## src/rtl/itic_pkg.sv

```systemverilog
package itic_pkg;

   localparam int TIMER_LINE   = 1;
   localparam int VECTOR_LINES = 16;
   localparam int LINE_COUNT   = 16;
   localparam int WORD_WIDTH   = 32;
   localparam int BASE_LINE    = 8;
   localparam int VEC_IDX_W    = 5;

   localparam logic [1:0] CMD_TICK  = 2'd0;
   localparam logic [1:0] CMD_READ  = 2'd1;
   localparam logic [1:0] CMD_WRITE = 2'd2;

   localparam logic [2:0] REG_VECTOR = 3'd0;
   localparam logic [2:0] REG_RELOAD = 3'd1;
   localparam logic [2:0] REG_STATUS = 3'd2;
   localparam logic [2:0] REG_MASK   = 3'd3;

   typedef struct packed {
      logic [1:0]            command;
      logic [2:0]            register_select;
      logic [WORD_WIDTH-1:0] write_data;
      logic [LINE_COUNT-1:0] asserted_lines;
   } req_word_type;

   typedef struct packed {
      logic [WORD_WIDTH-1:0] read_data;
      logic                  timer_irq_raise;
      logic                  timer_irq_ack;
      logic                  base_line_ack;
      logic                  unimplemented;
   } rsp_word_type;

endpackage

```

## src/rtl/interval_timer_interrupt_controller_top.sv

```systemverilog
// Interval timer and interrupt controller.
// Request channel (req_valid, req_stall, req_word) carries one word per
// access: a timer tick, a register read or a register write. Response
// channel (rsp_valid, rsp_stall, rsp_word) returns exactly one word per
// request, in order, with the read data and the raise/ack/unimplemented
// flags.
// A request is taken into the input register, processed against the timer
// and mask state as it moves to the output register, and appears on rsp_
// right after that edge.
// Throughput is one word per cycle while rsp_stall is low; the whole update
// is a single pass of logic between the input and output registers.
// Reset clears the reload value, countdown, enable mask and both valid
// flags; there is no initialization pass.
// While rsp_stall holds, the output word stays put and the input register
// still takes one more word; req_stall rises only when both are full.
module interval_timer_interrupt_controller_top #(
   parameter int TIMER_WIDTH = 32
) (
   input  logic                  clock,
   input  logic                  reset,
   input  logic                  req_valid,
   output logic                  req_stall,
   input  itic_pkg::req_word_type req_word,
   output logic                  rsp_valid,
   input  logic                  rsp_stall,
   output itic_pkg::rsp_word_type rsp_word
);

   logic s1_valid_ff, s1_valid_in;
   itic_pkg::req_word_type s1_word_ff, s1_word_in;
   logic rsp_valid_ff, rsp_valid_in;
   itic_pkg::rsp_word_type rsp_word_ff, rsp_word_in;
   itic_pkg::rsp_word_type core_result;

   logic out_free;
   logic s1_move;
   logic req_take;

   assign out_free  = !rsp_valid_ff || !rsp_stall;
   assign s1_move   = s1_valid_ff && out_free;
   assign req_stall = s1_valid_ff && !out_free;
   assign req_take  = req_valid && !req_stall;

   itic_core #(
      .TIMER_WIDTH(TIMER_WIDTH)
   ) u_core (
      .clock  (clock),
      .reset  (reset),
      .advance(s1_move),
      .word   (s1_word_ff),
      .result (core_result)
   );

   always_comb begin
      s1_valid_in  = s1_valid_ff;
      s1_word_in   = s1_word_ff;
      rsp_valid_in = rsp_valid_ff;
      rsp_word_in  = rsp_word_ff;
      if (s1_move) begin
         s1_valid_in = 1'b0;
      end
      if (req_take) begin
         s1_valid_in = 1'b1;
         s1_word_in  = req_word;
      end
      if (out_free) begin
         rsp_valid_in = s1_valid_ff;
      end
      if (s1_move) begin
         rsp_word_in = core_result;
      end
   end

   always_ff @(posedge clock) begin
      if (reset) begin
         s1_valid_ff  <= 1'b0;
         rsp_valid_ff <= 1'b0;
      end else begin
         s1_valid_ff  <= s1_valid_in;
         rsp_valid_ff <= rsp_valid_in;
      end
   end

   always_ff @(posedge clock) begin
      s1_word_ff  <= s1_word_in;
      rsp_word_ff <= rsp_word_in;
   end

   assign rsp_valid = rsp_valid_ff;
   assign rsp_word  = rsp_word_ff;

   a_stall_needs_full: assert property (@(posedge clock) disable iff (reset)
      req_stall |-> s1_valid_ff && rsp_valid_ff)
      else $error("request stalled with room in the pipe");

   a_move_fills_out: assert property (@(posedge clock) disable iff (reset)
      s1_move |=> rsp_valid_ff)
      else $error("word lost between stages");

   a_take_fills_in: assert property (@(posedge clock) disable iff (reset)
      req_take |=> s1_valid_ff)
      else $error("accepted word not held in input register");

endmodule

```

## src/rtl/itic_core.sv

```systemverilog
module itic_core #(
   parameter int TIMER_WIDTH = 32
) (
   input  logic                  clock,
   input  logic                  reset,
   input  logic                  advance,
   input  itic_pkg::req_word_type word,
   output itic_pkg::rsp_word_type result
);

   logic [TIMER_WIDTH-1:0] reload_ff, reload_in;
   logic [TIMER_WIDTH-1:0] countdown_ff, countdown_in;
   logic [itic_pkg::WORD_WIDTH-1:0] mask_ff, mask_in;

   logic [63:0] wdata_wide;
   logic [63:0] reload_wide;
   logic [63:0] count_wide;
   logic [itic_pkg::LINE_COUNT-1:0] pending;
   logic [itic_pkg::VEC_IDX_W-1:0] vec_idx;
   logic is_write;
   logic tick_ok;

   assign wdata_wide  = {32'b0, word.write_data};
   assign reload_wide = 64'(reload_ff);
   assign count_wide  = 64'(countdown_ff);
   assign pending     = word.asserted_lines & mask_ff[itic_pkg::LINE_COUNT-1:0];
   assign is_write    = (word.command == itic_pkg::CMD_WRITE);
   assign tick_ok     = (reload_ff != '0) && (countdown_ff != '0)
                        && mask_ff[itic_pkg::TIMER_LINE];

   always_comb begin
      vec_idx = '0;
      for (int i = itic_pkg::LINE_COUNT - 1; i >= 0; i--) begin
         if (i < itic_pkg::VECTOR_LINES && pending[i]) begin
            vec_idx = itic_pkg::VEC_IDX_W'(i);
         end
      end
   end

   always_comb begin
      reload_in    = reload_ff;
      countdown_in = countdown_ff;
      mask_in      = mask_ff;
      result       = '0;
      case (word.command)
         itic_pkg::CMD_TICK: begin
            if (tick_ok) begin
               countdown_in = countdown_ff - TIMER_WIDTH'(1);
               result.timer_irq_raise = (countdown_ff == TIMER_WIDTH'(1));
            end
         end
         itic_pkg::CMD_READ, itic_pkg::CMD_WRITE: begin
            case (word.register_select)
               itic_pkg::REG_VECTOR: begin
                  if (!is_write) begin
                     result.read_data = itic_pkg::WORD_WIDTH'(vec_idx);
                  end
               end
               itic_pkg::REG_RELOAD: begin
                  if (is_write) begin
                     reload_in    = wdata_wide[TIMER_WIDTH-1:0];
                     countdown_in = wdata_wide[TIMER_WIDTH-1:0];
                  end else begin
                     result.read_data = reload_wide[itic_pkg::WORD_WIDTH-1:0];
                  end
               end
               itic_pkg::REG_STATUS: begin
                  result.timer_irq_ack = 1'b1;
                  if (!is_write) begin
                     result.read_data = count_wide[itic_pkg::WORD_WIDTH-1:0];
                  end
                  countdown_in = reload_ff;
               end
               itic_pkg::REG_MASK: begin
                  if (is_write) begin
                     mask_in              = word.write_data;
                     result.base_line_ack = 1'b1;
                  end else begin
                     result.read_data = mask_ff;
                  end
               end
               default: begin
                  result.unimplemented = 1'b1;
               end
            endcase
         end
         default: begin
         end
      endcase
   end

   always_ff @(posedge clock) begin
      if (reset) begin
         reload_ff    <= '0;
         countdown_ff <= '0;
         mask_ff      <= '0;
      end else if (advance) begin
         reload_ff    <= reload_in;
         countdown_ff <= countdown_in;
         mask_ff      <= mask_in;
      end
   end

   a_count_le_reload: assert property (@(posedge clock) disable iff (reset)
      countdown_ff <= reload_ff)
      else $error("countdown exceeds reload value");

   a_reset_clears: assert property (@(posedge clock)
      reset |=> (countdown_ff == '0) && (reload_ff == '0) && (mask_ff == '0))
      else $error("state not cleared by reset");

   a_raise_hits_zero: assert property (@(posedge clock) disable iff (reset)
      advance && result.timer_irq_raise |=> countdown_ff == '0)
      else $error("raise without countdown at zero");

endmodule
```

## config.mk

```make
export PLATFORM = sky130hd
export DESIGN_NAME = interval_timer_interrupt_controller_top
export DESIGN_NICKNAME = d
export VERILOG_FILES = /design/src/rtl/itic_pkg.sv /design/src/rtl/interval_timer_interrupt_controller_top.sv /design/src/rtl/itic_core.sv
export SDC_FILE = /design/constraint.sdc
export NUM_CORES = 1
export LEC_CHECK = 0
export BUFFER_PORTS_ARGS = -buffer_cell sky130_fd_sc_hd__buf_4
export CORE_ASPECT_RATIO = 1.1
export CORE_MARGIN = 1
export CORE_UTILIZATION = 59
export DETAILED_ROUTE_END_ITERATION = 8
export PLACE_DENSITY = 0.91
export SLEW_MARGIN = 10
export SYNTH_ARGS = -nofsm -noshare
export SYNTH_HDL_FRONTEND = slang
export SYNTH_SLANG_ARGS = --single-unit
```

## constraint.sdc

```tcl
create_clock -name clock -period 4.95 [get_ports clock]
set_clock_uncertainty 0.15 [all_clocks]
set_input_delay 0.7425 -clock clock [delete_from_list [all_inputs] [get_ports clock]]
set_output_delay 0.7425 -clock clock [all_outputs]
set_load 0.005 [all_outputs]
```

==> results.json <==
{
  "status": "finished clean",
  "numCtsBuffers": 17,
  "synth_cell_types": 65,
  "p_comb_share_pct": 13.9,
  "arrival_ns": 3.79,
  "ys_ff_latch": 187,
  "p_total_w": 0.00355,
  "synth_flop_cell": "dfxtp_1",
  "fp.dieArea_sq_um": 15100,
  "crit_type": "reg -> reg",
  "rr_startpoint": "u_core.countdown_ff[0]",
  "place_congestion": 0.940,
  "grt_setup_unrepaired": "no",
  "grt_use_total_pct": 30.5,
  "cts_buffer_depth": 2,
  "synthTopCellsByArea": "edfxtp_1 (31%), dfxtp_1 (23%), nand2_1 (9.6%)",
  "worstMarginPinSlew_ns": 1.16,
  "fmax_mhz": 279,
  "dieWidth_um": 117,
  "cts_tree": "done",
  "wirelength_mm": 22.1,
  "drv_slew": 0,
  "port_buffers": 94,
  "min-delay-start": "u_core.mask_ff[20]",
  "dr_total_vias": 7492,
  "htree_levels": 4,
  "syn-num-nets": 986,
  "core_sq_um": 14000,
  "power_density_nw_per_um2": 355,
  "area_growth_pct": 16.0,
  "ios": 95,
  "clk_pin_slew_worst_paths_ns": 0.07,
  "leakage_nw": 3.59,
  "hpwl_mm": 14.2,
  "drt_iter0_markers": 1161,
  "post_drt_via_cell_ratio": 6.33,
  "antenna_left": 0,
  "yosysSeqAreaShare_pct": 53.8,
  "nNetsFinal": 1044,
  "timing.final.hold_violations": 0,
  "cts_setup_buffers": 0,
  "clkPwrFrac_pct": 37.9,
  "setup_viol": 0,
  "crit_fanout": 28,
  "min_period_ns": 3.59,
  "final_common_cell": "nand2_1",
  "setup_tns_ns": 0,
  "yosysTopAreaCell": "edfxtp_1",
  "worstHoldPathCells": 2,
  "peakVddDrop_mv": 0.283,
  "initial_utilization_pct": 61.5,
  "row_count": 45,
  "swShare_pct": 27.9,
  "cts.sinks": 187,
  "cp-startpoint": "u_core.countdown_ff[0]",
  "post_cts_resized": 0,
  "netlist_area_sq_um": 8620,
  "antenna_cells": 0,
  "fin_crit_sh_pct": 72.5,
  "cts_hold_buf": 0,
  "p_seq_share_pct": 48.2,
  "grt_max_degree": 66,
  "worstPathRequired_ns": 5.15,
  "p_switching_w": 0.000989,
  "max_cap_viol_count": 0,
  "chipHeight_um": 129,
  "start_kind": "flip-flop",
  "antenna_found_initial": 0,
  "max_slew_margin_pct": 22.4,
  "grt_pass1_wl_mm": 34.7,
  "grt_pass1_vias": 6598,
  "async_flop_share_pct": 0,
  "drive_above_1_share_pct": 19.0,
  "cp-end-kind": "flip-flop",
  "cts-root-buf": "clkbuf_16",
  "clkLatencyLatePin_ns": 0.44,
  "yosysTopAreaCellShare_pct": 31.0,
  "worstHoldPathType": "reg -> reg",
  "syn_inst": 924,
  "avgSynthCellArea_sq_um": 9.33,
  "synth_edf_count": 89,
  "rr_worst_depth": 8,
  "mostFrequentLayoutCells": "nand2_1 (221), a21oi_1 (108), buf_4 (108), dfxtp_1 (98), edfxtp_1 (89)",
  "firstDrtPassIters": 6,
  "intPower_w": 0.00256,
  "grt_overflow": 0,
  "route.detailed.drc": 0,
  "ys_warn_count": 0,
  "detail_route.wl_per_cell_um": 18.6
}
==> stage by stage <==
step                instance area (sq um)  util (%)  setup slack, ns  hold slack [ns]  std cells
floorplan                            8620         -            0.878            0.283        924
global placement                     9410      67.1             1.61            0.289       1151
detailed placement                   9410      67.1             1.50            0.293       1151
CTS                                 10000      71.3             1.49            0.304       1183
global route                        10000      71.3             1.14            0.318       1183
finish                              10000      71.3             1.36            0.307       1183
==> synth_stat cells, types with 3 or more instances <==
library cell	number
o211ai_1	3
o2111ai_1	3
or3_1	4
o311ai_0	5
buf_1	7
edfxtp_1	89
o21ai_0	12
mux2i_1	6
xor2_1	3
nand4_1	7
dfxtp_1	98
ha_1	5
nor3b_1	3
nor2_1	56
nor2b_1	5
a21oi_1	108
a31o_2	4
nand2_1	221
a22oi_1	36
nor3_1	13
o311ai_1	3
and2_1	4
a31oi_1	11
o21ai_1	6
mux2_2	32
a211oi_1	5
o31ai_1	18
inv_1	9
o22ai_1	3
nor4_1	15
nand3_1	27
clkbuf_1	58
==> worst max-delay path, cell delays in order (launching register included) <==
cell      delay (ns)
dfxtp_1         0.35
inv_1           0.10
ha_1            0.21
nor3b_1         0.41
nand4_1         0.42
or3_1           0.59
o211ai_4        0.73
nor2_2          0.23
a221oi_2        0.30
==> power groups by stage <==
stage / Clock (W) / Sequential [W] / Combinational, W
CTS: 0.00135 / 0.00171 / 0.000477
floorplan: 0 / 0.00173 / 0.000337
global route: 0.00140 / 0.00172 / 0.000532
detailed placement: 0 / 0.00174 / 0.000471
finish: 0.00135 / 0.00171 / 0.000492
global placement: 0 / 0.00174 / 0.000466
==> registers in the layout, summed over array words and instances (netlist names) <==
| signal | flops |
|---|---|
| rsp_valid | 1 |
| s1_word_ff | 53 |
| s1_valid_ff | 1 |
| rsp_word | 36 |
| u_core.mask_ff | 32 |
| u_core.reload_ff | 32 |
| u_core.countdown_ff | 32 |
==> final cells by class <==
type	count	area, sq um
flip-flops and latches	187	4630
repair buffers	108	811
multi-input cells	659	3700
well taps	188	235
fillers	1007	4020
clock inverters	15	161
inverters	9	33.8
clock buffers	17	425
==> per-layer routing <==
metal	global-route usage, %	share of wire, %
met5	0	0
met4	11.6	2.6
met3	8.20	13
met2	44.3	44
met1	43.6	41
==> path summary, 6_finish.rpt <==
check	endpoint	slack (ns)
max	u_core.countdown_ff[9]	1.36
min	u_core.mask_ff[20]	0.31
max reg2reg	u_core.countdown_ff[9]	1.36
min reg2reg	u_core.mask_ff[20]	0.31
==> cell families after synthesis <==
kind of cell | after synthesis | synth area share [%]
AOI/OAI and AO/OA | 239 | 17.8
xor gates and xnor gates | 3 | 0.305
adders and majority gates | 5 | 0.726
buffers and inverters | 78 | 3.60
DFF | 187 | 53.8
muxes | 38 | 4.88
and+or+nand+nor | 374 | 18.9
Power figures use the tool's default switching activity.
